**config.mk**
```make
export PLATFORM = sky130hd
export DESIGN_NAME = ipf_div
export DESIGN_NICKNAME = d
export VERILOG_FILES = /design/src/hdl/ipf_pkg.sv /design/src/hdl/ipf_div.sv
export SDC_FILE = /design/constraint.sdc
export NUM_CORES = 2
export LEC_CHECK = 0
export ABC_AREA = 0
export BUFFER_PORTS_ARGS = -buffer_cell sky130_fd_sc_hd__buf_2
export CAP_MARGIN = 10
export CORE_MARGIN = 2
export CORE_UTILIZATION = 45
export CTS_CLUSTER_DIAMETER = 100
export DETAILED_ROUTE_END_ITERATION = 6
export MAX_ROUTING_LAYER = met4
export SYNTH_ARGS = -nofsm -noshare
export SYNTH_HDL_FRONTEND = slang
export SYNTH_SLANG_ARGS = --single-unit
```
**constraint.sdc**
```tcl
create_clock -name clk -period 8.9 [get_ports clk]
set_input_delay 1.78 -clock clk [delete_from_list [all_inputs] [get_ports clk]]
set_output_delay 1.78 -clock clk [all_outputs]
set_load 0.03 [all_outputs]
```
**src/hdl/ipf_pkg.sv**
```systemverilog
// ipf_pkg: types, widths, codes and the solve sequence used by image_plane_fit.
// No dependencies; every other file of the block refers to it by scoped names.
`timescale 1ns / 1ps

package ipf_pkg;

  // Default sizing
  localparam int DEF_MAX_COLUMNS = 1024;
  localparam int DEF_MAX_ROWS    = 1024;
  localparam int DEF_FRAC_BITS   = 16;

  // Field widths
  localparam int Z_W  = 16;   // sample width
  localparam int RD_W = 11;   // rows_done width
  localparam int QW   = 48;   // result width

  // Running sums hold the largest sum at 4096 x 4096 samples
  localparam int SUM_W = 54;
  // Exact cofactor, determinant and numerator width
  localparam int ACC_W = 192;

  // Solve sequence
  localparam int STEP_W = 5;
  localparam logic [STEP_W-1:0] LINE_START = 5'd24;

  typedef enum logic [1:0] {
    KIND_NONE  = 2'd0,
    KIND_PLANE = 2'd1,
    KIND_LINE  = 2'd2
  } kind_t;

  typedef enum logic [2:0] {
    S_IDLE,
    S_ISSUE,
    S_MAC,
    S_DIVGO,
    S_DIV,
    S_OUT
  } state_t;

  typedef enum logic [3:0] {
    OP_N, OP_SX, OP_SY, OP_SXX, OP_SYY, OP_SXY, OP_SXZ, OP_SYZ, OP_SZ,
    OP_A11, OP_A12, OP_A13, OP_A22, OP_A23, OP_A33
  } opnd_t;

  typedef enum logic [3:0] {
    D_NONE, D_A11, D_A12, D_A13, D_A22, D_A23, D_A33, D_DET, D_NUM
  } dest_t;

  typedef enum logic [1:0] {
    SL_A, SL_B, SL_C
  } slot_t;

  typedef struct packed {
    opnd_t xsel;
    opnd_t bsel;
    logic  neg;
    logic  first;
    logic  last;
    dest_t dest;
    slot_t slot;
    logic  done;
  } ucode_t;

  typedef struct packed {
    logic start;
    logic clear;
    logic neg;
  } mac_ctl_t;

  typedef struct packed {
    logic [SUM_W-1:0] n;
    logic [SUM_W-1:0] sx;
    logic [SUM_W-1:0] sy;
    logic [SUM_W-1:0] sxx;
    logic [SUM_W-1:0] syy;
    logic [SUM_W-1:0] sxy;
    logic [SUM_W-1:0] sxz;
    logic [SUM_W-1:0] syz;
    logic [SUM_W-1:0] sz;
  } sums_t;

  function automatic ucode_t mk(input opnd_t x, input opnd_t b, input logic ng,
                                input logic fs, input logic ls, input dest_t d,
                                input slot_t sl, input logic dn);
    ucode_t u;
    u.xsel  = x;
    u.bsel  = b;
    u.neg   = ng;
    u.first = fs;
    u.last  = ls;
    u.dest  = d;
    u.slot  = sl;
    u.done  = dn;
    return u;
  endfunction

  // One multiply-accumulate term per step
  function automatic ucode_t ucode(input logic [STEP_W-1:0] s);
    ucode_t u;
    case (s)
      5'd0:  u = mk(OP_SYY, OP_N,   1'b0, 1'b1, 1'b0, D_NONE, SL_A, 1'b0);
      5'd1:  u = mk(OP_SY,  OP_SY,  1'b1, 1'b0, 1'b1, D_A11,  SL_A, 1'b0);
      5'd2:  u = mk(OP_SX,  OP_SY,  1'b0, 1'b1, 1'b0, D_NONE, SL_A, 1'b0);
      5'd3:  u = mk(OP_SXY, OP_N,   1'b1, 1'b0, 1'b1, D_A12,  SL_A, 1'b0);
      5'd4:  u = mk(OP_SXY, OP_SY,  1'b0, 1'b1, 1'b0, D_NONE, SL_A, 1'b0);
      5'd5:  u = mk(OP_SX,  OP_SYY, 1'b1, 1'b0, 1'b1, D_A13,  SL_A, 1'b0);
      5'd6:  u = mk(OP_SXX, OP_N,   1'b0, 1'b1, 1'b0, D_NONE, SL_A, 1'b0);
      5'd7:  u = mk(OP_SX,  OP_SX,  1'b1, 1'b0, 1'b1, D_A22,  SL_A, 1'b0);
      5'd8:  u = mk(OP_SX,  OP_SXY, 1'b0, 1'b1, 1'b0, D_NONE, SL_A, 1'b0);
      5'd9:  u = mk(OP_SXX, OP_SY,  1'b1, 1'b0, 1'b1, D_A23,  SL_A, 1'b0);
      5'd10: u = mk(OP_SXX, OP_SYY, 1'b0, 1'b1, 1'b0, D_NONE, SL_A, 1'b0);
      5'd11: u = mk(OP_SXY, OP_SXY, 1'b1, 1'b0, 1'b1, D_A33,  SL_A, 1'b0);
      5'd12: u = mk(OP_A11, OP_SXX, 1'b0, 1'b1, 1'b0, D_NONE, SL_A, 1'b0);
      5'd13: u = mk(OP_A12, OP_SXY, 1'b0, 1'b0, 1'b0, D_NONE, SL_A, 1'b0);
      5'd14: u = mk(OP_A13, OP_SX,  1'b0, 1'b0, 1'b1, D_DET,  SL_A, 1'b0);
      5'd15: u = mk(OP_A11, OP_SXZ, 1'b0, 1'b1, 1'b0, D_NONE, SL_A, 1'b0);
      5'd16: u = mk(OP_A12, OP_SYZ, 1'b0, 1'b0, 1'b0, D_NONE, SL_A, 1'b0);
      5'd17: u = mk(OP_A13, OP_SZ,  1'b0, 1'b0, 1'b1, D_NUM,  SL_A, 1'b0);
      5'd18: u = mk(OP_A12, OP_SXZ, 1'b0, 1'b1, 1'b0, D_NONE, SL_B, 1'b0);
      5'd19: u = mk(OP_A22, OP_SYZ, 1'b0, 1'b0, 1'b0, D_NONE, SL_B, 1'b0);
      5'd20: u = mk(OP_A23, OP_SZ,  1'b0, 1'b0, 1'b1, D_NUM,  SL_B, 1'b0);
      5'd21: u = mk(OP_A13, OP_SXZ, 1'b0, 1'b1, 1'b0, D_NONE, SL_C, 1'b0);
      5'd22: u = mk(OP_A23, OP_SYZ, 1'b0, 1'b0, 1'b0, D_NONE, SL_C, 1'b0);
      5'd23: u = mk(OP_A33, OP_SZ,  1'b0, 1'b0, 1'b1, D_NUM,  SL_C, 1'b1);
      // line fallback
      5'd24: u = mk(OP_N,   OP_SXZ, 1'b0, 1'b1, 1'b0, D_NONE, SL_A, 1'b0);
      5'd25: u = mk(OP_SX,  OP_SZ,  1'b1, 1'b0, 1'b1, D_NUM,  SL_A, 1'b0);
      5'd26: u = mk(OP_SXX, OP_SZ,  1'b0, 1'b1, 1'b0, D_NONE, SL_C, 1'b0);
      5'd27: u = mk(OP_SX,  OP_SXZ, 1'b1, 1'b0, 1'b1, D_NUM,  SL_C, 1'b1);
      default: u = mk(OP_N, OP_N,   1'b0, 1'b1, 1'b1, D_NUM,  SL_C, 1'b1);
    endcase
    return u;
  endfunction

endpackage

```
**src/hdl/ipf_div.sv**
```systemverilog
// ipf_div: restoring divider, one quotient bit a cycle, with rounding and saturation.
// Depends on ipf_pkg.
`timescale 1ns / 1ps

module ipf_div #(
  parameter int FRAC_BITS = ipf_pkg::DEF_FRAC_BITS
) (
  input  logic                              clk,
  input  logic                              rst_n,
  input  logic                              start,
  input  logic signed [ipf_pkg::ACC_W-1:0]  num,
  input  logic signed [ipf_pkg::ACC_W-1:0]  den,
  output logic                              done,
  output logic [ipf_pkg::QW-1:0]            quot
);

  localparam int AW    = ipf_pkg::ACC_W;
  localparam int QW    = ipf_pkg::QW;
  localparam int DW    = AW + QW;
  localparam int CNT_W = $clog2(QW + 1);
  localparam logic [CNT_W-1:0] CNT_LAST = CNT_W'(QW);

  logic [DW-1:0]    rem_r, ds_r;
  logic [AW-1:0]    d_r, mag_n, mag_d;
  logic [QW:0]      q_r;
  logic [CNT_W-1:0] cnt_r;
  logic             neg_r, busy_r, fin_r, done_r, ge, rnd;
  logic [QW+1:0]    qr, lim, u;
  logic [QW-1:0]    quot_r;

  always_comb begin
    mag_n = num[AW-1] ? (~num + AW'(1)) : num;
    mag_d = den[AW-1] ? (~den + AW'(1)) : den;
    ge    = rem_r >= ds_r;
  end

  // Round half away from zero on magnitude, then clamp
  always_comb begin
    rnd = {rem_r[AW-1:0], 1'b0} >= {1'b0, d_r};
    qr  = {1'b0, q_r} + (QW+2)'(rnd);
    lim = neg_r ? ((QW+2)'(1) << (QW-1)) : (((QW+2)'(1) << (QW-1)) - (QW+2)'(1));
    u   = (qr > lim) ? lim : qr;
  end

  always_ff @(posedge clk) begin
    if (!rst_n) begin
      busy_r <= 1'b0;
      fin_r  <= 1'b0;
      done_r <= 1'b0;
      cnt_r  <= '0;
    end else begin
      done_r <= fin_r;
      fin_r  <= 1'b0;
      if (start) begin
        busy_r <= 1'b1;
        cnt_r  <= '0;
      end else if (busy_r) begin
        cnt_r <= cnt_r + CNT_W'(1);
        if (cnt_r == CNT_LAST) begin
          busy_r <= 1'b0;
          fin_r  <= 1'b1;
        end
      end
    end
  end

  always_ff @(posedge clk) begin
    if (start) begin
      rem_r <= DW'(mag_n) << FRAC_BITS;
      ds_r  <= DW'(mag_d) << QW;
      d_r   <= mag_d;
      q_r   <= '0;
      neg_r <= num[AW-1] ^ den[AW-1];
    end else if (busy_r) begin
      if (ge) rem_r <= rem_r - ds_r;
      q_r  <= {q_r[QW-1:0], ge};
      ds_r <= {1'b0, ds_r[DW-1:1]};
    end
    if (fin_r) begin
      quot_r <= neg_r ? (~u[QW-1:0] + QW'(1)) : u[QW-1:0];
    end
  end

  assign done = done_r;
  assign quot = quot_r;

endmodule

```
Word-level counts from Yosys, hierarchy flattened. Cells that the tools add are included.

Flip-flop bits (word level): 779. Latch bits: 0. Memory bits (writable): 0. Memory bits (read-only): 0. Input port bits: 387. Logic and storage cells: 48. Memories kept: 0.

Add/sub/neg operators: 6. $mul: 0. Div/mod/pow operators: 0. $lt $le $gt $ge: 3. Equality and inequality tests: 1. Shifts and indexed selects: 0. Muxes and demuxes: 14. Bitwise logic cells: 6. Reduce and logical (&&, ||, !) cells: 6.

Operators with widths (count): 208-bit 2-to-1 mux (3); 240-bit 2-to-1 mux (2); 192-bit by 2-bit adder with 192-bit output, second input constant (2); 192-bit 2-to-1 mux (2); 192-bit inverter (2); 240-bit >= comparator (1); 240-bit subtractor (1); 193-bit by 192-bit >= comparator with 1-bit output (1); 48-bit 2-to-1 mux (3); 49-bit by 1-bit adder with 50-bit output (1); 50-bit by 48-bit greater-than comparator with 1-bit output (1); 48-bit by 1-bit adder with 48-bit output, second input constant (1); 48-bit inverter (1); 6-bit by 1-bit adder with 6-bit output, second input constant (1); 6-bit equality test, second input constant (1); 1-bit 2-to-1 mux (4); 2-bit AND reduction (2); 2-bit nonzero test (2); 3-bit OR reduction (1); 1-bit inverter (2); 2-bit OR reduction (1); 1-bit bitwise XOR (1).

Logic depth before layout (Yosys ltp).
Depth in word-level cells: 7. Gate-level depth with buffers: 46. Depth with buffers taken out: 42.

Worst setup path before layout. Ideal clock, no wire load.

Kind: register to register. From: register rem_r[188]. To: register quot_r[46], in the netlist quot[46] (data pin). Setup time: 0.278 ns. Data arrival time: 8.397 ns. Data required time: 8.622 ns. Setup slack: 0.225 ns. Stages on the path, launching flop included: 39. Path through: edfxtp_1 > ha_1 > nand4_1 > or4b_2 > nor3_1 > nand3_1 > or3_1 > nor3_1 > nor3_1 > o211ai_1 > a211oi_1 > o211ai_1 > ha_1 > ha_1 > and4_1 > buf_2 > nand4_1 > nor3_1 > (+3 left out) > and3_1 > a221o_1 > a221oi_1 > nand2_1 > o31ai_1 > a21oi_1 > or2_2 > clkbuf_1 > clkbuf_1 > o21ai_0 > ha_1 > clkbuf_1 > nand4_1 > nor4_1 > nor2_1 > a21oi_1 > a31o_2 > a211oi_1.

Cells in the longest elaborated chain, start to end: 7.

Ends and longest elaborated chain: start, declared (RTL line ipf_div.sv:23) `logic [DW-1:0] rem_r, ds_r;`; start signal, assigned (RTL line ipf_div.sv:69) `rem_r <= DW'(mag_n) << FRAC_BITS;`; start signal, assigned (RTL line ipf_div.sv:75) `if (ge) rem_r <= rem_r - ds_r;`; 193-bit by 192-bit >= comparator with 1-bit output (*) (RTL line ipf_div.sv:39) `rnd = {rem_r[AW-1:0], 1'b0} >= {1'b0, d_r};`; 49-bit by 1-bit adder with 50-bit output (*) (RTL line ipf_div.sv:40) `qr = {1'b0, q_r} + (QW+2)'(rnd);`; 50-bit by 48-bit greater-than comparator with 1-bit output (RTL line ipf_div.sv:42) `u = (qr > lim) ? lim : qr;`; 48-bit 2-to-1 mux (*) (RTL line ipf_div.sv:42); 48-bit inverter (RTL line ipf_div.sv:80) `quot_r <= neg_r ? (~u[QW-1:0] + QW'(1)) : u[QW-1:0];`; 48-bit by 1-bit adder with 48-bit output (RTL line ipf_div.sv:80); 48-bit 2-to-1 mux (*) (RTL line ipf_div.sv:80); end signal, assigned (RTL line ipf_div.sv:80); end, declared (RTL line ipf_div.sv:29) `logic [QW-1:0] quot_r;`.

Mark *: on every way between the ends. The rest lies on a longest branch, timed or not. A chain may end at the register's enable or synchronous reset.

Final worst setup path.
From: register rem_r[81]. To: register quot_r[22], in the netlist quot[22] (data pin).

The elaborated chain is that of the path after synthesis.

==> flow_metrics.tcl <==
set metrics [dict create \
    outcome "finished, violations left" \
    violations "DRC" \
    syn_avg_cell_area_um2 8.384 \
    cts_buffers 94 \
    synth.distinct_cells 88 \
    cpMaxStageDelayCell "a211oi_2" \
    cts.sinks 779 \
    core_mm2 0.1419 \
    yosysMostFrequentCell "nand2_1" \
    hold_violations 0 \
    drtIter0Drc 9142 \
    wire_per_inst_um 30.84 \
    fin_tns_setup_ps 0 \
    maxCapViolCount 0 \
    synth_edf_count 625 \
    finalSetupViolations 0 \
    synth_fp_nets 8565 \
    clkLatencyLatePin_ps 740 \
    slew_violations 0 \
    die_h_um 382.5 \
    syn_area_mm2 0.06448 \
    grt_use_total 0.4188 \
    cpPeakStageDelay_ps 840 \
    clkTransAtPathRegs_ps 60 \
    fp-row-count 138 \
    route.detailed.drc 2 \
    p_per_area_mw_per_mm2 174.5 \
    ir_drop_mv 0.1804 \
    endpoint_kind "register" \
    dp_cells 9775 \
    final_cell_count_no_fill 10010 \
    ant_nets 0 \
    grt_pass1_vias 59080 \
    totalWireLength_um 308600 \
    startpoint_type "register" \
    async_flop_share 0 \
    grt_max_degree 146 \
    min_period_over_period 0.9461 \
    antenna_found_initial 55 \
    firstDrtPassIters 7 \
    min_period_ps 8420 \
    dpl.hpwl_um 252200 \
    start_util 0.4543 \
    synth_flop_cell "edfxtp_1" \
    max_freq_mhz 118.8 \
    dieArea_mm2 0.1463 \
    clockBufferDepth 3 \
    required_ps 9340 \
    io_pins 436 \
    arrival_ps 8860 \
    grt_pass1_wl_um 431400 \
    ys_ff_latch 779 \
    design_area_mm2 0.07231 \
    yosys.area.top_type "edfxtp_1" \
    crit_fanout 5 \
    worst_path_most_repeated_cell "a21oi_1" \
    power.total_mw 12.61 \
    ys_warn_count 0 \
    cts_root_buffer "clkbuf_16" \
    netlist_instances 7691 \
    grt_overflow_total 0 \
    io_buffers 435 \
    leakage_nw 29.14 \
    area_growth_pct 12.14 \
    synth.yosys.seq_area_share 0.3389 \
    vias_per_cell 6.464 \
    synth_commonest_cells "nand2_1, edfxtp_1, a21oi_1, inv_1, nor2_1" \
    fin_nets 8857 \
    worstSetupPathType "register to register" \
    drive_gt1_frac 0.1048 \
    htree_levels 3 \
    fillers 13870 \
    finClkSkew_ps 38.72 \
    worstMarginPinSlew_ps 1367 \
    worstHoldPathType "register to register" \
    dr_total_vias 64700 \
    synth_top_area_frac 0.2911 \
    fin_util 0.5094 \
    relSlewSlack 0.08213 \
    cts_tree "yes" \
    ys_top_cells_by_area "edfxtp_1, ha_1, xnor2_1, nand2_1, dfxtp_1" \
    die_x_um 382.5 \
    place_congestion 1.082 \
    placed_area_mm2 0.06881 \
]
[kinds of logic (layout without fill, tap and decap cells)]
| family | count (synthesis) | count (layout) | share of synthesized area |
|---|---|---|---|
| and+or+nand+nor | 2565 | 2565 | 0.1946 |
| AOI/OAI and AO/OA | 2152 | 2152 | 0.2104 |
| buffers and inverters | 936 | 1309 | 0.05457 |
| DFF | 779 | 779 | 0.3389 |
| xor gates and xnor gates | 665 | 665 | 0.09033 |
| adders and majority gates | 487 | 487 | 0.09462 |
| muxes | 107 | 107 | 0.01661 |
| other | 0 | 54 | 0 |
[critical path, delay by kind of cell (launching register included)]
| family | cells | cell delay, ps |
|---|---|---|
| buf+inv | 2 | 350 |
| simple gates | 13 | 1800 |
| xor+xnor | 2 | 350 |
| compound gates | 17 | 3800 |
| flops | 1 | 460 |
| fa+ha+maj | 5 | 1360 |
[final timing paths]
check                           from                      end  slack [ps]  cells after the start
max              rem_r[81]$_DFFE_PP_       quot[22]$_DFFE_PP_         480                     39
min reg2reg  rem_r[232]$_SDFFE_PP0P_  rem_r[232]$_SDFFE_PP0P_         460                      2
min          rem_r[232]$_SDFFE_PP0P_  rem_r[232]$_SDFFE_PP0P_         460                      2
max reg2reg      rem_r[81]$_DFFE_PP_       quot[22]$_DFFE_PP_         480                     39
[registers in the layout (all words and copies together), names as in the netlist, 6 cells and up]
name,flops
d_r,192
ds_r,240
quot,48
q_r,49
cnt_r,6
rem_r,240
[metal layers]
layer  routed length, um  GRT usage
met1              129900     0.5705
met2              125700     0.5796
met3               37420     0.1071
met4               15630     0.1888
met5                   0          -
[final cells by class]
class	instances	area, um^2	area share
timing repair buffer	583	3352	0.04636
antenna	54	135.1	0.001869
multi-input combinational	5976	39230	0.5425
clock inverter	57	732.0	0.01012
tap	1890	2365	0.03271
clock buffer	120	2562	0.03544
sequential	779	21860	0.3023
inverter	549	2076	0.02871
[repair_timing]
item                                    CTS  global route
setup buffers                             0             1
hold buffers                              0             0
resized for setup                         0            13
endpoints found under the setup margin    0            18
hold endpoints to repair                  0             0
[cells in the final DEF (no fill, tap or decap), types with 367 or more instances in the layout]
cell / count
nand2_1: 866
edfxtp_1: 625
a21oi_1: 603
inv_1: 545
nor2_1: 528
ha_1: 484
o21ai_0: 464
buf_2: 433
xnor2_1: 404
o31ai_1: 367
[per-stage QoR]
stage / setup WS (ps) / hold slack [ps]
after detailed placement: 220.9 / 451.7
after floorplan: 225.0 / 431.5
after CTS: 190.3 / 459.8
after global routing: -0.6866 / 474.3
final: 479.6 / 459.5
after global placement: 428.6 / 443.1
[report_power, final]
group,internal (mW),total (mW),switching (mW)
Clock,2.43,4.20,1.77
Sequential,4.27,4.43,0.163
Combinational,1.24,3.98,2.73
No activity file was read; power rests on OpenSTA's default activity.
