File: config.mk
export PLATFORM = sky130hd
export DESIGN_NAME = ipf_mac
export DESIGN_NICKNAME = d
export VERILOG_FILES = /design/src/hdl/ipf_pkg.sv /design/src/hdl/ipf_mac.sv
export SDC_FILE = /design/constraint.sdc
export NUM_CORES = 1
export LEC_CHECK = 0
export CORE_MARGIN = 5
export CORE_UTILIZATION = 56
export DETAILED_ROUTE_END_ITERATION = 8
export DONT_BUFFER_PORTS = 1
export HOLD_SLACK_MARGIN = 0.08
export PLACE_DENSITY = 0.71
export SLEW_MARGIN = 20
export SYNTH_ARGS = -nofsm -noshare
export SYNTH_HDL_FRONTEND = slang
export SYNTH_SLANG_ARGS = --single-unit
File: constraint.sdc
create_clock -name clk -period 46 [get_ports clk]
set_input_delay 9.2 -clock clk [delete_from_list [all_inputs] [get_ports clk]]
set_output_delay 9.2 -clock clk [all_outputs]
set_load 0.02 [all_outputs]
File: src/hdl/ipf_pkg.sv
// ipf_pkg: types, widths, codes and the solve sequence used by image_plane_fit.
// No dependencies; every other file of the block refers to it by scoped names.
`timescale 1ns / 1ps

package ipf_pkg;

  // Default sizing
  localparam int DEF_MAX_COLUMNS = 1024;
  localparam int DEF_MAX_ROWS    = 1024;
  localparam int DEF_FRAC_BITS   = 16;

  // Field widths
  localparam int Z_W  = 16;   // sample width
  localparam int RD_W = 11;   // rows_done width
  localparam int QW   = 48;   // result width

  // Running sums hold the largest sum at 4096 x 4096 samples
  localparam int SUM_W = 54;
  // Exact cofactor, determinant and numerator width
  localparam int ACC_W = 192;

  // Solve sequence
  localparam int STEP_W = 5;
  localparam logic [STEP_W-1:0] LINE_START = 5'd24;

  typedef enum logic [1:0] {
    KIND_NONE  = 2'd0,
    KIND_PLANE = 2'd1,
    KIND_LINE  = 2'd2
  } kind_t;

  typedef enum logic [2:0] {
    S_IDLE,
    S_ISSUE,
    S_MAC,
    S_DIVGO,
    S_DIV,
    S_OUT
  } state_t;

  typedef enum logic [3:0] {
    OP_N, OP_SX, OP_SY, OP_SXX, OP_SYY, OP_SXY, OP_SXZ, OP_SYZ, OP_SZ,
    OP_A11, OP_A12, OP_A13, OP_A22, OP_A23, OP_A33
  } opnd_t;

  typedef enum logic [3:0] {
    D_NONE, D_A11, D_A12, D_A13, D_A22, D_A23, D_A33, D_DET, D_NUM
  } dest_t;

  typedef enum logic [1:0] {
    SL_A, SL_B, SL_C
  } slot_t;

  typedef struct packed {
    opnd_t xsel;
    opnd_t bsel;
    logic  neg;
    logic  first;
    logic  last;
    dest_t dest;
    slot_t slot;
    logic  done;
  } ucode_t;

  typedef struct packed {
    logic start;
    logic clear;
    logic neg;
  } mac_ctl_t;

  typedef struct packed {
    logic [SUM_W-1:0] n;
    logic [SUM_W-1:0] sx;
    logic [SUM_W-1:0] sy;
    logic [SUM_W-1:0] sxx;
    logic [SUM_W-1:0] syy;
    logic [SUM_W-1:0] sxy;
    logic [SUM_W-1:0] sxz;
    logic [SUM_W-1:0] syz;
    logic [SUM_W-1:0] sz;
  } sums_t;

  function automatic ucode_t mk(input opnd_t x, input opnd_t b, input logic ng,
                                input logic fs, input logic ls, input dest_t d,
                                input slot_t sl, input logic dn);
    ucode_t u;
    u.xsel  = x;
    u.bsel  = b;
    u.neg   = ng;
    u.first = fs;
    u.last  = ls;
    u.dest  = d;
    u.slot  = sl;
    u.done  = dn;
    return u;
  endfunction

  // One multiply-accumulate term per step
  function automatic ucode_t ucode(input logic [STEP_W-1:0] s);
    ucode_t u;
    case (s)
      5'd0:  u = mk(OP_SYY, OP_N,   1'b0, 1'b1, 1'b0, D_NONE, SL_A, 1'b0);
      5'd1:  u = mk(OP_SY,  OP_SY,  1'b1, 1'b0, 1'b1, D_A11,  SL_A, 1'b0);
      5'd2:  u = mk(OP_SX,  OP_SY,  1'b0, 1'b1, 1'b0, D_NONE, SL_A, 1'b0);
      5'd3:  u = mk(OP_SXY, OP_N,   1'b1, 1'b0, 1'b1, D_A12,  SL_A, 1'b0);
      5'd4:  u = mk(OP_SXY, OP_SY,  1'b0, 1'b1, 1'b0, D_NONE, SL_A, 1'b0);
      5'd5:  u = mk(OP_SX,  OP_SYY, 1'b1, 1'b0, 1'b1, D_A13,  SL_A, 1'b0);
      5'd6:  u = mk(OP_SXX, OP_N,   1'b0, 1'b1, 1'b0, D_NONE, SL_A, 1'b0);
      5'd7:  u = mk(OP_SX,  OP_SX,  1'b1, 1'b0, 1'b1, D_A22,  SL_A, 1'b0);
      5'd8:  u = mk(OP_SX,  OP_SXY, 1'b0, 1'b1, 1'b0, D_NONE, SL_A, 1'b0);
      5'd9:  u = mk(OP_SXX, OP_SY,  1'b1, 1'b0, 1'b1, D_A23,  SL_A, 1'b0);
      5'd10: u = mk(OP_SXX, OP_SYY, 1'b0, 1'b1, 1'b0, D_NONE, SL_A, 1'b0);
      5'd11: u = mk(OP_SXY, OP_SXY, 1'b1, 1'b0, 1'b1, D_A33,  SL_A, 1'b0);
      5'd12: u = mk(OP_A11, OP_SXX, 1'b0, 1'b1, 1'b0, D_NONE, SL_A, 1'b0);
      5'd13: u = mk(OP_A12, OP_SXY, 1'b0, 1'b0, 1'b0, D_NONE, SL_A, 1'b0);
      5'd14: u = mk(OP_A13, OP_SX,  1'b0, 1'b0, 1'b1, D_DET,  SL_A, 1'b0);
      5'd15: u = mk(OP_A11, OP_SXZ, 1'b0, 1'b1, 1'b0, D_NONE, SL_A, 1'b0);
      5'd16: u = mk(OP_A12, OP_SYZ, 1'b0, 1'b0, 1'b0, D_NONE, SL_A, 1'b0);
      5'd17: u = mk(OP_A13, OP_SZ,  1'b0, 1'b0, 1'b1, D_NUM,  SL_A, 1'b0);
      5'd18: u = mk(OP_A12, OP_SXZ, 1'b0, 1'b1, 1'b0, D_NONE, SL_B, 1'b0);
      5'd19: u = mk(OP_A22, OP_SYZ, 1'b0, 1'b0, 1'b0, D_NONE, SL_B, 1'b0);
      5'd20: u = mk(OP_A23, OP_SZ,  1'b0, 1'b0, 1'b1, D_NUM,  SL_B, 1'b0);
      5'd21: u = mk(OP_A13, OP_SXZ, 1'b0, 1'b1, 1'b0, D_NONE, SL_C, 1'b0);
      5'd22: u = mk(OP_A23, OP_SYZ, 1'b0, 1'b0, 1'b0, D_NONE, SL_C, 1'b0);
      5'd23: u = mk(OP_A33, OP_SZ,  1'b0, 1'b0, 1'b1, D_NUM,  SL_C, 1'b1);
      // line fallback
      5'd24: u = mk(OP_N,   OP_SXZ, 1'b0, 1'b1, 1'b0, D_NONE, SL_A, 1'b0);
      5'd25: u = mk(OP_SX,  OP_SZ,  1'b1, 1'b0, 1'b1, D_NUM,  SL_A, 1'b0);
      5'd26: u = mk(OP_SXX, OP_SZ,  1'b0, 1'b1, 1'b0, D_NONE, SL_C, 1'b0);
      5'd27: u = mk(OP_SX,  OP_SXZ, 1'b1, 1'b0, 1'b1, D_NUM,  SL_C, 1'b1);
      default: u = mk(OP_N, OP_N,   1'b0, 1'b1, 1'b1, D_NUM,  SL_C, 1'b1);
    endcase
    return u;
  endfunction

endpackage

File: src/hdl/ipf_mac.sv
// ipf_mac: shared bit-serial signed multiply-accumulate, one multiplier bit a cycle.
// Depends on ipf_pkg.
`timescale 1ns / 1ps

module ipf_mac (
  input  logic                                clk,
  input  logic                                rst_n,
  input  ipf_pkg::mac_ctl_t                   ctl,
  input  logic signed [ipf_pkg::ACC_W-1:0]    x_opnd,
  input  logic signed [ipf_pkg::SUM_W-1:0]    b_opnd,
  output logic                                done,
  output logic signed [ipf_pkg::ACC_W-1:0]    acc
);

  localparam int AW    = ipf_pkg::ACC_W;
  localparam int BW    = ipf_pkg::SUM_W;
  localparam int CNT_W = $clog2(BW);
  localparam logic [CNT_W-1:0] CNT_LAST = CNT_W'(BW - 1);

  logic [AW-1:0]    xs_r, acc_r, term;
  logic [BW-1:0]    b_r;
  logic [CNT_W-1:0] cnt_r;
  logic             neg_r, busy_r, done_r, sub;

  // Top multiplier bit carries negative weight
  always_comb begin
    sub  = neg_r ^ (cnt_r == CNT_LAST);
    term = b_r[0] ? (sub ? (~xs_r + AW'(1)) : xs_r) : '0;
  end

  always_ff @(posedge clk) begin
    if (!rst_n) begin
      busy_r <= 1'b0;
      done_r <= 1'b0;
      cnt_r  <= '0;
    end else begin
      done_r <= 1'b0;
      if (ctl.start) begin
        busy_r <= 1'b1;
        cnt_r  <= '0;
      end else if (busy_r) begin
        cnt_r <= cnt_r + CNT_W'(1);
        if (cnt_r == CNT_LAST) begin
          busy_r <= 1'b0;
          done_r <= 1'b1;
        end
      end
    end
  end

  always_ff @(posedge clk) begin
    if (ctl.start) begin
      xs_r  <= x_opnd;
      b_r   <= b_opnd;
      neg_r <= ctl.neg;
      if (ctl.clear) acc_r <= '0;
    end else if (busy_r) begin
      acc_r <= acc_r + term;
      xs_r  <= {xs_r[AW-2:0], 1'b0};
      b_r   <= {1'b0, b_r[BW-1:1]};
    end
  end

  assign done = done_r;
  assign acc  = acc_r;

endmodule

==> Word level (Yosys, flattened, before mapping) <==
Cells that the tools add are included.
{ "totals": {"ff_bits": 447, "latch_bits": 0, "ram_bits": 0, "rom_bits": 0, "inputBits": 251, "output_inout_bits": 193, "word_cells": 33, "mem_count": 0} }
{ "classes": {"n_addsub": 3, "multipliers": 0, "n_div": 0, "magnitude_cmp": 0, "n_eq_ne": 2, "shifts": 0, "n_mux": 13, "n_bitwise": 4, "reduce_logical": 4} }
{ "op_table": {"columns": ["op", "count"], "rows": [
  ["192-bit two-way mux", 7],
  ["192-bit by 1-bit adder with 192-bit output, second input constant", 1],
  ["192-bit adder", 1],
  ["192-bit NOT", 1],
  ["54-bit two-way mux", 2],
  ["6-bit by 1-bit adder with 6-bit output, second input constant", 1],
  ["6-bit == test, second input constant", 1],
  ["1-bit two-way mux", 4],
  ["3-bit OR reduction", 1],
  ["2-bit != test, second input constant", 1],
  ["1-bit NOT", 2],
  ["2-bit AND reduction", 1],
  ["2-bit nonzero test", 1],
  ["2-bit OR reduction", 1],
  ["1-bit bitwise XOR", 1]
]} }

==> Longest topological paths before layout <==
{ "logic_depth": {"word_depth": 7, "depth_mapped": 28} }

==> Worst setup path after synthesis <==
No wires, ideal clock.
{ "synth_path": {"path_kind": "input -> register", "from": "input ctl[2] (netlist name)", "to": "register acc_r[0], in the netlist acc[0], enable pin", "t_arrival_ns": 23.149, "t_required_ns": 44.990, "setup_slack_ns": 21.841, "path_stages": 4, "n_path_buf": 3, "cell_sequence": "clkbuf_1 clkbuf_1 clkbuf_1 o21ai_0"} }
{ "synth_via": {"elab_chain_cells": 2, "elab_cells_between_ends": 3, "cone_classes": "eq/ne (1); reduce/logical (2)"} }
{ "synth_lines": {"columns": ["element", "line_no", "text"], "rows": [
  ["start: declaration", "ipf_mac.sv:8", "input ipf_pkg::mac_ctl_t ctl,"],
  ["2-bit != test (no source line) / 2-bit nonzero test (equally long branches)", null, null],
  ["2-bit AND reduction (no source line) *", null, null],
  ["end signal: assignment", "ipf_mac.sv:58", "acc_r <= acc_r + term;"],
  ["end: declaration", "ipf_mac.sv:20", "logic [AW-1:0] xs_r, acc_r, term;"]
]} }
Mark *: on every way between the ends. The rest lies on a longest branch, timed or not.
A chain may end at the register's enable or synchronous reset.

==> Worst setup path after layout <==
{ "layout_path": {"from": "input ctl[2] (netlist name)", "to": "register xs_r[136], enable pin"} }
{ "layout_via": {"elab_chain_cells": 1} }
{ "layout_lines": {"columns": ["element", "line_no", "text"], "rows": [
  ["2-bit nonzero test (no source line)", null, null],
  ["end signal: assignment", "ipf_mac.sv:53", "xs_r <= x_opnd;"],
  ["end signal: assignment", "ipf_mac.sv:59", "xs_r <= {xs_r[AW-2:0], 1'b0};"],
  ["end: declaration", "ipf_mac.sv:20", null]
]} }
No other way between the ends.

==> results.yml <==
yosys:
  yosysWarnings: 0
  synth_nets: 4518
  synth_edf_count: 439
  synth-main-ff-cell: "edfxtp_1"
  syn-cell-area_um2: 36700
  syn_avg_cell_area_um2: 9.00
  ys_seq_area_share_pct: 36.4
  synth_cells: 4072
  async_flop_share_pct: 0
  ys_types: 88
  synth-seq-cells: 447
route:
  ant_nets: 0
  post_drt_wl_per_cell_um: 27.4
  drc: 0
  vias_per_cell: 6.69
  dr.first_iter.drc_count: 4187
  firstDrtPassIters: 6
  wl_um: 134000
  via_count: 32687
clocking:
  cts-resized-gates: 0
  cts_sinks: 447
  cts_tree: "done"
  cts_root_buf: "clkbuf_16"
  cts_buffer_depth: 3
  clk_pin_slew_ns: 0.06
  cts_setup_buffers: 0
  htreeDepth: 2
  cts_buffers: 51
  worstSkewPairLatency_ns: 0.64
  holdBufCountCts: 0
worst_setup_path:
  cp-endpoint: "xs_r[136]$_DFFE_PP_"
  end_kind: "flip-flop"
  worstPathMaxFanout: 457
  cpMaxStageDelayCell: "buf_4"
  cp-startpoint: "ctl[2]"
  path_class: "input port to flip-flop"
  cp-start-kind: "input port"
  path_cells: "or2_4, buf_4, buf_4, buf_4"
  reg2reg_from: "xs_r[3]$_DFFE_PP_"
  critPathRequiredTime_ns: 46.25
  ff2ff_path_depth: 21
  worst_path_most_repeated_cell: "buf_4"
  r2r_end: "acc[185]$_SDFFCE_PP0P_"
  crit_path_max_incr_delay_ns: 0.91
  r2r_setup_slack_ns: 36.77
  arrival_ns: 12.64
global_route:
  grt_max_degree: 458
  grt_pass1_wl_um: 197000
  antenna_found_initial: 35
  track_usage_pct: 36.0
  grt_pass1_vias: 30598
  grt_overflow_total: 0
place:
  dp_hpwl_um: 105000
  gp_congestion: 1.06
  dp_cells: 4765
  io_buffers: 0
timing:
  layout_min_cycle_time_ns: 12.39
  tns_ns: 0
  slew_headroom_pct: 17.2
  setup-violations-final: 0
  hold_viol: 0
  skew_ns: 0.0274
  max_freq_ghz: 0.0807
  period_share_pct: 26.9
  worst_pin_slew_ns: 1.24
  rsz0062_at_grt: "false"
  drv_slew: 0
die:
  io_pins: 444
  die_area_um2: 70700
  die_y_um: 266
  core_um2: 64700
  die_w_um: 266
  start_util_pct: 56.7
  rows: 93
job:
  cap_viol_max_count: 0
finish:
  drive_gt1_share_pct: 10.6
  area_delta_synth_final_pct: 6.59
  nets: 4409
  fin_cells: 4883
worst_hold_path:
  hold_class: "flip-flop to flip-flop"
power_and_ir_drop:
  vdd_ir_drop_max_mv: 0.0371
  p_leak_nw: 14.0
  p_per_area_nw_per_um2: 42.4
status:
  status: "finished clean"
==> Yosys cell counts, types with 6 or more instances <==
| cell type | n | area share (%) |
|---|---|---|
| nor2_1 | 464 | 4.8 |
| edfxtp_1 | 439 | 36 |
| a21oi_1 | 392 | 5.4 |
| nand2_1 | 301 | 3.1 |
| o21ai_0 | 266 | 3.6 |
| mux2_2 | 243 | 7.5 |
| xnor2_1 | 200 | 4.8 |
| ha_1 | 194 | 6.6 |
| clkbuf_1 | 175 | 1.8 |
| and2_1 | 170 | 2.9 |
| xor2_1 | 141 | 3.4 |
| nand4_1 | 109 | 1.9 |
| nor3_1 | 100 | 1.4 |
| inv_1 | 86 | 0.88 |
| or3_1 | 84 | 1.4 |
| o21bai_1 | 74 | 1.5 |
| a21o_1 | 65 | 1.3 |
| nor4_1 | 53 | 0.90 |
| a31oi_1 | 49 | 0.84 |
| nand3_1 | 48 | 0.66 |
| a21boi_0 | 40 | 0.82 |
| o31ai_1 | 34 | 0.70 |
| and3_1 | 27 | 0.46 |
| nor2b_1 | 25 | 0.43 |
| or4_1 | 23 | 0.47 |
| nand2b_1 | 18 | 0.31 |
| o41ai_1 | 18 | 0.43 |
| or2_2 | 18 | 0.31 |
| o21a_1 | 16 | 0.33 |
| a211oi_1 | 14 | 0.29 |
| buf_1 | 12 | 0.12 |
| a41oi_1 | 11 | 0.26 |
| nand3b_1 | 9 | 0.18 |
| nor3b_1 | 9 | 0.18 |
| dfxtp_1 | 8 | 0.44 |
| a221oi_1 | 7 | 0.17 |
| o211ai_1 | 7 | 0.14 |
| a211o_1 | 6 | 0.14 |
| a31o_2 | 6 | 0.14 |
| nand4b_1 | 6 | 0.14 |
| o221ai_1 | 6 | 0.14 |
==> routing by layer <==
| layer | up-vias | part of all wire [%] | GRT usage (%) |
|---|---|---|---|
| met3 | 280 | 11 | 9.87 |
| met1 | 15659 | 40 | 48.8 |
| met4 | 22 | 4.0 | 12.0 |
| li1 | 14927 | - | - |
| met5 | - | 0.12 | 0 |
| met2 | 1799 | 45 | 56.4 |
==> power breakdown <==
part	internal (W)	switching, W
combinational	0.000225	0.000377
clock	0.000244	0.000188
sequential	0.000524	0.0000993
==> sequential cells by signal (all words and copies together) (netlist names) <==
name    count
cnt_r       6
done        1
acc       192
busy_r      1
neg_r       1
b_r        54
xs_r      192
==> cells by family after synthesis <==
logic type               after synthesis  share of synthesized area [%]
AND/OR/NAND/NOR                     1507                           20.9
AO/OA/AOI/OAI                       1063                           17.6
flip-flops                           447                           36.4
XOR/XNOR                             341                           8.15
buffers and inverters                275                           2.82
multiplexers                         244                           7.49
adder cells (fa/ha/maj)              195                           6.68
==> metrics by stage <==
| stage | setup WS (ns) | area [um^2] | power (W) | hold slack, ns | util [%] |
|---|---|---|---|---|---|
| floorplan | 21.84 | 36700 | 0.00105 | 0.459 | - |
| global placement | 33.21 | 37300 | 0.00121 | 0.475 | 57.6 |
| detailed placement | 33.14 | 37300 | 0.00121 | 0.483 | 57.6 |
| CTS | 33.80 | 39000 | 0.00164 | 0.493 | 60.3 |
| global route | 33.61 | 39000 | 0.00173 | 0.536 | 60.3 |
| finish | 33.61 | 39100 | 0.00166 | 0.493 | 60.4 |
==> worst min-delay path by stage <==
stage	slack (ns)	to	depth (start not counted)	start
after detailed placement	0.48	cnt_r[5]$_SDFFE_PP0P_	2	cnt_r[5]$_SDFFE_PP0P_
after CTS	0.49	cnt_r[5]$_SDFFE_PP0P_	2	cnt_r[5]$_SDFFE_PP0P_
after global placement	0.47	cnt_r[5]$_SDFFE_PP0P_	2	cnt_r[5]$_SDFFE_PP0P_
final	0.49	cnt_r[5]$_SDFFE_PP0P_	2	cnt_r[5]$_SDFFE_PP0P_
after global routing	0.54	cnt_r[5]$_SDFFE_PP0P_	2	cnt_r[5]$_SDFFE_PP0P_
after floorplan	0.46	cnt_r[5]$_SDFFE_PP0P_	2	cnt_r[5]$_SDFFE_PP0P_
==> final cells by class <==
type	count	area, um^2
Timing Repair Buffer	27	228
Antenna cell	22	55.1
Multi-Input combinational cell	3350	22300
Clock inverter	33	349
Clock buffer	63	1380
Sequential cell	447	13300
Fill cell	5774	25600
Inverter	86	323
Tap cell	855	1070
==> critical path: cells and delay by family <==
kind                   cells  cell delay, ns
and+or+nand+nor            1            0.69
buffers and inverters      3            2.41
==> placed cells by master, fill, tap and decap left out, types with 9 or more instances in the layout <==
cell type  synthesis  final
nor2_1           464    464
edfxtp_1         439    439
a21oi_1          392    392
nand2_1          301    301
o21ai_0          266    265
mux2_2           243    243
xnor2_1          200    199
ha_1             194    194
and2_1           170    170
xor2_1           141    140
nand4_1          109    109
nor3_1           100     99
inv_1             86     86
or3_1             84     84
o21bai_1          74     74
a21o_1            65     65
nor4_1            53     53
clkbuf_16          0     52
a31oi_1           49     49
nand3_1           48     48
a21boi_0          40     40
o31ai_1           34     34
and3_1            27     27
nor2b_1           25     25
buf_4              0     25
or4_1             23     23
diode_2            0     22
nand2b_1          18     18
o41ai_1           18     18
or2_2             18     17
o21a_1            16     16
a211oi_1          14     14
a41oi_1           11     11
nor3b_1            9      9
nand3b_1           9      9
clkinv_2           0      9
(Power assumes the default switching activity.)
