[src/hdl/ipf_pkg.sv]
// ipf_pkg: types, widths, codes and the solve sequence used by image_plane_fit.
// No dependencies; every other file of the block refers to it by scoped names.
`timescale 1ns / 1ps

package ipf_pkg;

  // Default sizing
  localparam int DEF_MAX_COLUMNS = 1024;
  localparam int DEF_MAX_ROWS    = 1024;
  localparam int DEF_FRAC_BITS   = 16;

  // Field widths
  localparam int Z_W  = 16;   // sample width
  localparam int RD_W = 11;   // rows_done width
  localparam int QW   = 48;   // result width

  // Running sums hold the largest sum at 4096 x 4096 samples
  localparam int SUM_W = 54;
  // Exact cofactor, determinant and numerator width
  localparam int ACC_W = 192;

  // Solve sequence
  localparam int STEP_W = 5;
  localparam logic [STEP_W-1:0] LINE_START = 5'd24;

  typedef enum logic [1:0] {
    KIND_NONE  = 2'd0,
    KIND_PLANE = 2'd1,
    KIND_LINE  = 2'd2
  } kind_t;

  typedef enum logic [2:0] {
    S_IDLE,
    S_ISSUE,
    S_MAC,
    S_DIVGO,
    S_DIV,
    S_OUT
  } state_t;

  typedef enum logic [3:0] {
    OP_N, OP_SX, OP_SY, OP_SXX, OP_SYY, OP_SXY, OP_SXZ, OP_SYZ, OP_SZ,
    OP_A11, OP_A12, OP_A13, OP_A22, OP_A23, OP_A33
  } opnd_t;

  typedef enum logic [3:0] {
    D_NONE, D_A11, D_A12, D_A13, D_A22, D_A23, D_A33, D_DET, D_NUM
  } dest_t;

  typedef enum logic [1:0] {
    SL_A, SL_B, SL_C
  } slot_t;

  typedef struct packed {
    opnd_t xsel;
    opnd_t bsel;
    logic  neg;
    logic  first;
    logic  last;
    dest_t dest;
    slot_t slot;
    logic  done;
  } ucode_t;

  typedef struct packed {
    logic start;
    logic clear;
    logic neg;
  } mac_ctl_t;

  typedef struct packed {
    logic [SUM_W-1:0] n;
    logic [SUM_W-1:0] sx;
    logic [SUM_W-1:0] sy;
    logic [SUM_W-1:0] sxx;
    logic [SUM_W-1:0] syy;
    logic [SUM_W-1:0] sxy;
    logic [SUM_W-1:0] sxz;
    logic [SUM_W-1:0] syz;
    logic [SUM_W-1:0] sz;
  } sums_t;

  function automatic ucode_t mk(input opnd_t x, input opnd_t b, input logic ng,
                                input logic fs, input logic ls, input dest_t d,
                                input slot_t sl, input logic dn);
    ucode_t u;
    u.xsel  = x;
    u.bsel  = b;
    u.neg   = ng;
    u.first = fs;
    u.last  = ls;
    u.dest  = d;
    u.slot  = sl;
    u.done  = dn;
    return u;
  endfunction

  // One multiply-accumulate term per step
  function automatic ucode_t ucode(input logic [STEP_W-1:0] s);
    ucode_t u;
    case (s)
      5'd0:  u = mk(OP_SYY, OP_N,   1'b0, 1'b1, 1'b0, D_NONE, SL_A, 1'b0);
      5'd1:  u = mk(OP_SY,  OP_SY,  1'b1, 1'b0, 1'b1, D_A11,  SL_A, 1'b0);
      5'd2:  u = mk(OP_SX,  OP_SY,  1'b0, 1'b1, 1'b0, D_NONE, SL_A, 1'b0);
      5'd3:  u = mk(OP_SXY, OP_N,   1'b1, 1'b0, 1'b1, D_A12,  SL_A, 1'b0);
      5'd4:  u = mk(OP_SXY, OP_SY,  1'b0, 1'b1, 1'b0, D_NONE, SL_A, 1'b0);
      5'd5:  u = mk(OP_SX,  OP_SYY, 1'b1, 1'b0, 1'b1, D_A13,  SL_A, 1'b0);
      5'd6:  u = mk(OP_SXX, OP_N,   1'b0, 1'b1, 1'b0, D_NONE, SL_A, 1'b0);
      5'd7:  u = mk(OP_SX,  OP_SX,  1'b1, 1'b0, 1'b1, D_A22,  SL_A, 1'b0);
      5'd8:  u = mk(OP_SX,  OP_SXY, 1'b0, 1'b1, 1'b0, D_NONE, SL_A, 1'b0);
      5'd9:  u = mk(OP_SXX, OP_SY,  1'b1, 1'b0, 1'b1, D_A23,  SL_A, 1'b0);
      5'd10: u = mk(OP_SXX, OP_SYY, 1'b0, 1'b1, 1'b0, D_NONE, SL_A, 1'b0);
      5'd11: u = mk(OP_SXY, OP_SXY, 1'b1, 1'b0, 1'b1, D_A33,  SL_A, 1'b0);
      5'd12: u = mk(OP_A11, OP_SXX, 1'b0, 1'b1, 1'b0, D_NONE, SL_A, 1'b0);
      5'd13: u = mk(OP_A12, OP_SXY, 1'b0, 1'b0, 1'b0, D_NONE, SL_A, 1'b0);
      5'd14: u = mk(OP_A13, OP_SX,  1'b0, 1'b0, 1'b1, D_DET,  SL_A, 1'b0);
      5'd15: u = mk(OP_A11, OP_SXZ, 1'b0, 1'b1, 1'b0, D_NONE, SL_A, 1'b0);
      5'd16: u = mk(OP_A12, OP_SYZ, 1'b0, 1'b0, 1'b0, D_NONE, SL_A, 1'b0);
      5'd17: u = mk(OP_A13, OP_SZ,  1'b0, 1'b0, 1'b1, D_NUM,  SL_A, 1'b0);
      5'd18: u = mk(OP_A12, OP_SXZ, 1'b0, 1'b1, 1'b0, D_NONE, SL_B, 1'b0);
      5'd19: u = mk(OP_A22, OP_SYZ, 1'b0, 1'b0, 1'b0, D_NONE, SL_B, 1'b0);
      5'd20: u = mk(OP_A23, OP_SZ,  1'b0, 1'b0, 1'b1, D_NUM,  SL_B, 1'b0);
      5'd21: u = mk(OP_A13, OP_SXZ, 1'b0, 1'b1, 1'b0, D_NONE, SL_C, 1'b0);
      5'd22: u = mk(OP_A23, OP_SYZ, 1'b0, 1'b0, 1'b0, D_NONE, SL_C, 1'b0);
      5'd23: u = mk(OP_A33, OP_SZ,  1'b0, 1'b0, 1'b1, D_NUM,  SL_C, 1'b1);
      // line fallback
      5'd24: u = mk(OP_N,   OP_SXZ, 1'b0, 1'b1, 1'b0, D_NONE, SL_A, 1'b0);
      5'd25: u = mk(OP_SX,  OP_SZ,  1'b1, 1'b0, 1'b1, D_NUM,  SL_A, 1'b0);
      5'd26: u = mk(OP_SXX, OP_SZ,  1'b0, 1'b1, 1'b0, D_NONE, SL_C, 1'b0);
      5'd27: u = mk(OP_SX,  OP_SXZ, 1'b1, 1'b0, 1'b1, D_NUM,  SL_C, 1'b1);
      default: u = mk(OP_N, OP_N,   1'b0, 1'b1, 1'b1, D_NUM,  SL_C, 1'b1);
    endcase
    return u;
  endfunction

endpackage

[src/hdl/ipf_accum.sv]
// ipf_accum: column/row counters and the nine running sums, two-stage.
// Depends on ipf_pkg.
`timescale 1ns / 1ps

module ipf_accum #(
  parameter int MAX_COLUMNS = ipf_pkg::DEF_MAX_COLUMNS,
  parameter int MAX_ROWS    = ipf_pkg::DEF_MAX_ROWS
) (
  input  logic                                 clk,
  input  logic                                 rst_n,
  input  logic                                 accept,
  input  logic signed [ipf_pkg::Z_W-1:0]       sample,
  input  logic                                 sample_valid,
  input  logic                                 first_of_image,
  input  logic                                 last_of_row,
  input  logic                                 scan_down,
  output logic                                 solve_go,
  output ipf_pkg::sums_t                       sums,
  output logic [$clog2(MAX_ROWS+1)-1:0]        row_count
);

  localparam int CW  = $clog2(MAX_COLUMNS + 1);
  localparam int RCW = $clog2(MAX_ROWS + 1);
  localparam int YW  = RCW + 1;
  localparam int ZW  = ipf_pkg::Z_W;
  localparam int SW  = ipf_pkg::SUM_W;

  logic [CW-1:0]         col_r, col_nxt, col0;
  logic [RCW-1:0]        rc_r, rc_nxt, rc0;
  logic signed [YW-1:0]  y_r, y_nxt, y0;
  logic                  take;

  logic signed [CW:0]        px;
  logic signed [2*CW+1:0]    xx;
  logic signed [2*YW-1:0]    yy;
  logic signed [CW+YW:0]     xy;
  logic signed [CW+ZW:0]     xz;
  logic signed [YW+ZW-1:0]   yz;

  // Product stage
  logic                  p_valid_r, p_clear_r, p_take_r, p_last_r;
  logic signed [SW-1:0]  p_x_r, p_y_r, p_z_r, p_xx_r, p_yy_r, p_xy_r, p_xz_r, p_yz_r;

  ipf_pkg::sums_t sums_r, sums_nxt, base;

  // Coordinates for this request, after an image restart
  always_comb begin
    col0 = first_of_image ? '0 : col_r;
    rc0  = first_of_image ? '0 : rc_r;
    y0   = first_of_image ? '0 : y_r;
    take = sample_valid && (col0 < CW'(MAX_COLUMNS)) && (rc0 < RCW'(MAX_ROWS));
    col_nxt = col0;
    rc_nxt  = rc0;
    y_nxt   = y0;
    if (!last_of_row) begin
      if (col0 < CW'(MAX_COLUMNS)) col_nxt = col0 + CW'(1);
    end else begin
      col_nxt = '0;
      if (rc0 < RCW'(MAX_ROWS)) begin
        rc_nxt = rc0 + RCW'(1);
        y_nxt  = scan_down ? (y0 - YW'(1)) : (y0 + YW'(1));
      end
    end
  end

  // Per-sample products
  always_comb begin
    px = $signed({1'b0, col0});
    xx = px * px;
    yy = y0 * y0;
    xy = px * y0;
    xz = px * sample;
    yz = y0 * sample;
  end

  always_ff @(posedge clk) begin
    if (!rst_n) begin
      col_r     <= '0;
      rc_r      <= '0;
      y_r       <= '0;
      p_valid_r <= 1'b0;
      p_clear_r <= 1'b0;
      p_take_r  <= 1'b0;
      p_last_r  <= 1'b0;
    end else begin
      p_valid_r <= accept;
      if (accept) begin
        col_r     <= col_nxt;
        rc_r      <= rc_nxt;
        y_r       <= y_nxt;
        p_clear_r <= first_of_image;
        p_take_r  <= take;
        p_last_r  <= last_of_row;
      end
    end
  end

  always_ff @(posedge clk) begin
    if (accept) begin
      p_x_r  <= SW'(px);
      p_y_r  <= SW'(y0);
      p_z_r  <= SW'(sample);
      p_xx_r <= SW'(xx);
      p_yy_r <= SW'(yy);
      p_xy_r <= SW'(xy);
      p_xz_r <= SW'(xz);
      p_yz_r <= SW'(yz);
    end
  end

  // Sum update
  always_comb begin
    base     = p_clear_r ? '0 : sums_r;
    sums_nxt = base;
    if (p_take_r) begin
      sums_nxt.n   = base.n   + SW'(1);
      sums_nxt.sx  = base.sx  + p_x_r;
      sums_nxt.sy  = base.sy  + p_y_r;
      sums_nxt.sxx = base.sxx + p_xx_r;
      sums_nxt.syy = base.syy + p_yy_r;
      sums_nxt.sxy = base.sxy + p_xy_r;
      sums_nxt.sxz = base.sxz + p_xz_r;
      sums_nxt.syz = base.syz + p_yz_r;
      sums_nxt.sz  = base.sz  + p_z_r;
    end
  end

  always_ff @(posedge clk) begin
    if (!rst_n) begin
      sums_r <= '0;
    end else if (p_valid_r) begin
      sums_r <= sums_nxt;
    end
  end

  assign solve_go  = p_valid_r && p_last_r;
  assign sums      = sums_r;
  assign row_count = rc_r;

endmodule

[config.mk]
export PLATFORM = sky130hd
export DESIGN_NAME = ipf_accum
export DESIGN_NICKNAME = d
export VERILOG_FILES = /design/src/hdl/ipf_pkg.sv /design/src/hdl/ipf_accum.sv
export SDC_FILE = /design/constraint.sdc
export NUM_CORES = 2
export LEC_CHECK = 0
export BUFFER_PORTS_ARGS = -buffer_cell sky130_fd_sc_hd__buf_2
export CORE_MARGIN = 1.5
export CORE_UTILIZATION = 45
export DETAILED_ROUTE_END_ITERATION = 8
export PLACE_DENSITY = 0.59
export SKIP_LAST_GASP = 1
export SYNTH_ARGS = -nofsm -noshare
export SYNTH_HDL_FRONTEND = slang
export SYNTH_SLANG_ARGS = --single-unit
[constraint.sdc]
create_clock -name clk -period 8.3 [get_ports clk]
set_input_delay 0 -clock clk [delete_from_list [all_inputs] [get_ports clk]]
set_output_delay 0 -clock clk [all_outputs]
set_load 0.02 [all_outputs]
=== After elaboration in Yosys (flattened, before gate mapping) ===
Cells that the tools add are included.

* Register bits after elaboration: 689
* Word-level logic and storage cells: 59

* Add/sub/neg operators: 13
* Multiply operators: 5
* Order comparisons: 2
* Muxes and demuxes: 12
* Reductions and logical operators: 3

{| class="wikitable"
|+ Operator list
! cell !! number
|-
| $mux W486 || 2
|-
| $add A54 B54 Y54 || 6
|-
| $mux W11 || 6
|-
| $mul A12 B16 Y28 || 2
|-
| $add A54 B1 Y54 const B || 1
|-
| $add A54 B11 Y54 || 1
|-
| $add A54 B22 Y54 || 1
|-
| $mul A12 B12 Y24 || 2
|-
| $mux W12 || 4
|-
| $add A11 B1 Y11 const B || 2
|-
| $lt A11 B11 Y1 const B || 2
|-
| $mul A11 B11 Y22 || 1
|-
| $add A12 B2 Y12 const B || 1
|-
| $sub A12 B2 Y12 const B || 1
|-
| $logic_and A1 B1 Y1 || 3
|}

=== Depth between registers and ports, before layout ===
* Depth in word-level cells: 5
* Mapped depth: 29

=== Worst setup path before layout ===
Ideal clock, no wire load.

* Path kind: register to register
* Start: register col_r[4]
* End: register p_xz_r[26], data pin
* Library setup time: 258 ps
* Arrival time: 6103 ps
* Data required time: 8042 ps
* Path slack: 1940 ps
* Cell stages (with the launch flop): 25
* Path buffers: 2
* Period minus slack after synthesis: 6360 ps
* Cell sequence: dfxtp_1 -> clkbuf_1 -> clkinv_1 -> nor2_1 -> clkbuf_1 -> nand2_1 -> fa_1 -> fa_1 -> inv_1 -> fa_1 -> fa_1 -> inv_1 -> fa_1 -> inv_1 -> ha_1 -> a21oi_1 -> nor2b_1 -> o21ai_0 -> nand2b_1 -> a21o_1 -> a21o_1 -> or4_1 -> a31o_2 -> a21oi_1 -> xnor2_1

* Word-level cells in the longest chain between the ends: 2

{| class="wikitable"
|+ RTL lines
! what !! RTL line !! RTL
|-
| start, declared || ipf_accum.sv:28 || <nowiki>logic [CW-1:0] col_r, col_nxt, col0;</nowiki>
|-
| start signal, assigned || ipf_accum.sv:88 || <nowiki>col_r <= col_nxt;</nowiki>
|-
| $mux W11 || ipf_accum.sv:48 || <nowiki>col0 = first_of_image ? '0 : col_r;</nowiki>
|-
| named net col0[4] || ipf_accum.sv:28 ||
|-
| $mul A12 B16 Y28 || ipf_accum.sv:72 || <nowiki>xz = px * sample;</nowiki>
|-
| named net xz[26] || ipf_accum.sv:37 || <nowiki>logic signed [CW+ZW:0] xz;</nowiki>
|-
| end signal, assigned || ipf_accum.sv:106 || <nowiki>p_xz_r <= SW'(xz);</nowiki>
|-
| end, declared || ipf_accum.sv:42 || <nowiki>logic signed [SW-1:0] p_x_r, p_y_r, p_z_r, p_xx_r, p_yy_r, p_xy_r, p_xz_r, p_yz_r;</nowiki>
|}

The timed path passes the listed nets, and every way through them passes these cells.
A chain may end at the register's enable or synchronous reset.

=== Worst setup path after layout ===
* Start: register col_r[5]
* End: register, netlist name p_xz_r[27]

* Word-level cells in the longest chain between the ends: 2

{| class="wikitable"
|+ RTL lines
! what !! RTL line
|-
| $mux W11 || ipf_accum.sv:48
|-
| $mul A12 B16 Y28 || ipf_accum.sv:72
|-
| named net xz[27] || ipf_accum.sv:37
|}

The timed path passes the listed nets, and every way through them passes these cells.

==> results_dict.tcl <==
set metrics [dict create \
    reg2reg_depth 22 \
    io_pins 521 \
    final-max-slew-violation-count 0 \
    synth_cells 8516 \
    pwr-share-seq 0.391 \
    final_common_cell "nand2_1" \
    fin_cells 10972 \
    swShare 0.295 \
    die_area_um2 160000 \
    ys_types 90 \
    reg2reg_from "col_r[5]$_SDFFE_PN0P_" \
    gp_congestion 0.921 \
    max_freq_ghz 0.136 \
    regToRegEndpoint "p_xz_r[27]$_DFFE_PP_" \
    leakagePower_nw 38.8 \
    drt-initial-drc-count 3967 \
    die_h_um 400 \
    grt_pass1_wl_um 343000 \
    period_share 0.887 \
    worst_ep_arrival_time_ns 7.79 \
    routed.top_layer "met4" \
    final_area_um2 78900 \
    placementRows 145 \
    netlist.area_leader.share 0.175 \
    grt_max_degree 138 \
    synth_area_per_cell_um2 8.35 \
    wl_per_cell_um 19.9 \
    finalSetupViolations 0 \
    grt_pass1_vias 59602 \
    hp-start "rst_n" \
    status "completed" \
    cts_tree "yes" \
    final-hold-violation-count 0 \
    rrSetupSlack_ns 0.94 \
    final_cell_mix "nand2_1 (968), inv_1 (948), nor2_1 (667)" \
    final.setup.tns_ns 0 \
    clkLatencyLatePin_ns 0.74 \
    worst_slew_margin_rel 0.238 \
    place_ws_ns 1.20 \
    crit_fanout 18 \
    dr.pass1.iters 6 \
    synth.net_count 9826 \
    synth.largest_area_cell "fa_1" \
    dr_wl_met3_um 11700 \
    port_buffers 520 \
    path_clk_slew_ns 0.07 \
    maxCapViolations 0 \
    min_path_cells 3 \
    avgViaCountPerCell 5.54 \
    initial_core_util 0.454 \
    cts.sinks 685 \
    synth_top_cells_by_area "fa_1 (18%), dfxtp_1 (15%), ha_1 (12%), edfxtp_1 (6.8%), nand2_1 (5.1%)" \
    grt_overflow 0 \
    worst_setup_path_start_kind "register" \
    cp.required_ns 8.72 \
    cts_max_level 3 \
    die_x_um 400 \
    ir_worst_vdd_mv 0.153 \
    postCtsSetupBuffers 0 \
    clk_path_buf_depth 3 \
    switching_power_mw 2.71 \
    core_um2 157000 \
    synth_area_um2 71100 \
    fin_ws_ns 0.937 \
    fin_skew_ns 0.0685 \
    synthArstFlopShare 0 \
    rsz0062_at_grt "false" \
    yosys_warnings 0 \
    clkPwrFrac 0.460 \
    vias 60817 \
    drive_above_1_share 0.0911 \
    crit_type "reg -> reg" \
    wl_met2_um 98600 \
    synth_edf_count 161 \
    dpl.hpwl_um 164000 \
    area_growth_pct 11.0 \
    dpl-instance-area_um2 75500 \
    tightest_slew_ns 1.11 \
    ys_ff_latch 685 \
    wl_um 218000 \
    yosysSeqAreaShare 0.216 \
    track_usage 0.267 \
    intPower_mw 6.48 \
    cts_buffers 89 \
    combinationalPowerShare 0.149 \
    drc_errors 0 \
    finalPower_mw 9.20 \
    ys.flop_type "dfxtp_1" \
    hp-class "in -> reg" \
    wl_met1_um 102000 \
    min_period_ns 7.36 \
    cts_root_buffer "clkbuf_16" \
    hold_end "sums[297]$_SDFFE_PN0P_" \
    ant_nets 0 \
    antenna_found_initial 6 \
    nNetsFinal 10147 \
    place_inst 10783 \
    p_per_area_nw_per_um2 117 \
    end_kind "register" \
]
==> final cells by class <==
class,instances,area [um^2]
multi-input combinational,6481,50800
antenna,1,2.50
sequential,685,15300
clock inverter,40,608
inverter,957,3600
fill,15127,77700
clock buffer,127,2550
tap,2058,2570
timing repair buffer,623,3490
==> synth_stat cells, types with 233 or more instances <==
cell type	count
a21o_1	233
xnor2_1	329
clkbuf_1	373
dfxtp_1	524
nor2b_1	423
nor2_1	668
fa_1	622
ha_1	665
o21ai_0	363
inv_1	949
a21oi_1	439
nand2_1	971
==> metrics by stage <==
stage / util / hold slack, ns
floorplan: - / 0.0989
global placement: 0.482 / 0.435
detailed placement: 0.482 / 0.436
CTS: 0.504 / 0.0800
global route: 0.504 / 0.115
finish: 0.504 / 0.0525
==> per-layer routing <==
layer | track usage | up-vias
met4 | 0.0755 | 0
met2 | 0.431 | 1567
met5 | 0 | -
li1 | - | 29229
met1 | 0.375 | 29731
met3 | 0.0351 | 290
==> worst max-delay path, stage by stage (launching register included) <==
cell,delay (ns)
dfxtp_1,0.77
clkinv_1,0.47
nor2_1,0.18
buf_4,0.29
nand2_1,0.11
fa_1,0.54
fa_1,0.44
fa_1,0.54
inv_1,0.06
fa_1,0.47
inv_1,0.05
fa_1,0.47
inv_1,0.05
ha_1,0.31
nand2_1,0.06
o21ai_0,0.46
a211oi_1,0.20
o41ai_1,0.87
nand2b_1,0.17
a21oi_1,0.22
o21a_1,0.13
nor2_1,0.04
xnor2_1,0.11
==> how the worst max path moves through the flow <==
stage | startpoint | cells past startpoint | end
2_1_floorplan | col_r[4]$_SDFFE_PN0P_ | 24 | p_xz_r[26]$_DFFE_PP_
3_3_place_gp | col_r[5]$_SDFFE_PN0P_ | 22 | p_xz_r[27]$_DFFE_PP_
3_5_place_dp | col_r[5]$_SDFFE_PN0P_ | 22 | p_xz_r[27]$_DFFE_PP_
4_1_cts | col_r[5]$_SDFFE_PN0P_ | 22 | p_xz_r[27]$_DFFE_PP_
5_1_grt | col_r[5]$_SDFFE_PN0P_ | 22 | p_xz_r[27]$_DFFE_PP_
6_report | col_r[5]$_SDFFE_PN0P_ | 22 | p_xz_r[27]$_DFFE_PP_
==> what timing repair did <==
item | in CTS | in global routing
hold buffers | 21 | 0
endpoints found under the hold margin | 75 | 0
resized for setup | 0 | 0
==> registers in the layout (all words and copies together), names as in the netlist, 11 cells and up <==
register   cells
sums         486
p_xz_r        28
p_yz_r        28
p_xy_r        24
p_yy_r        22
p_xx_r        21
p_z_r         16
p_y_r         12
y_r           12
col_r         11
row_count     11
==> power groups by stage <==
stage	clock network (mW)	logic, mW	registers [mW]
floorplan	0	0.924	3.66
global placement	0	1.33	3.67
detailed placement	0	1.35	3.67
CTS	4.33	1.37	3.59
global route	4.46	1.51	3.60
finish	4.23	1.37	3.60
==> logic make-up (layout without fill, tap and decap cells) <==
logic type | after synthesis | after routing | synth area share
AOI/OAI and AO/OA | 1722 | 1722 | 0.157
xor gates and xnor gates | 504 | 504 | 0.0621
adders and majority gates | 1287 | 1287 | 0.292
buffers and inverters | 1350 | 1747 | 0.0714
DFF | 685 | 685 | 0.216
muxes | 17 | 17 | 0.00245
other | 0 | 1 | 0
and+or+nand+nor | 2951 | 2951 | 0.199
No activity file was read; power rests on OpenSTA's default activity.
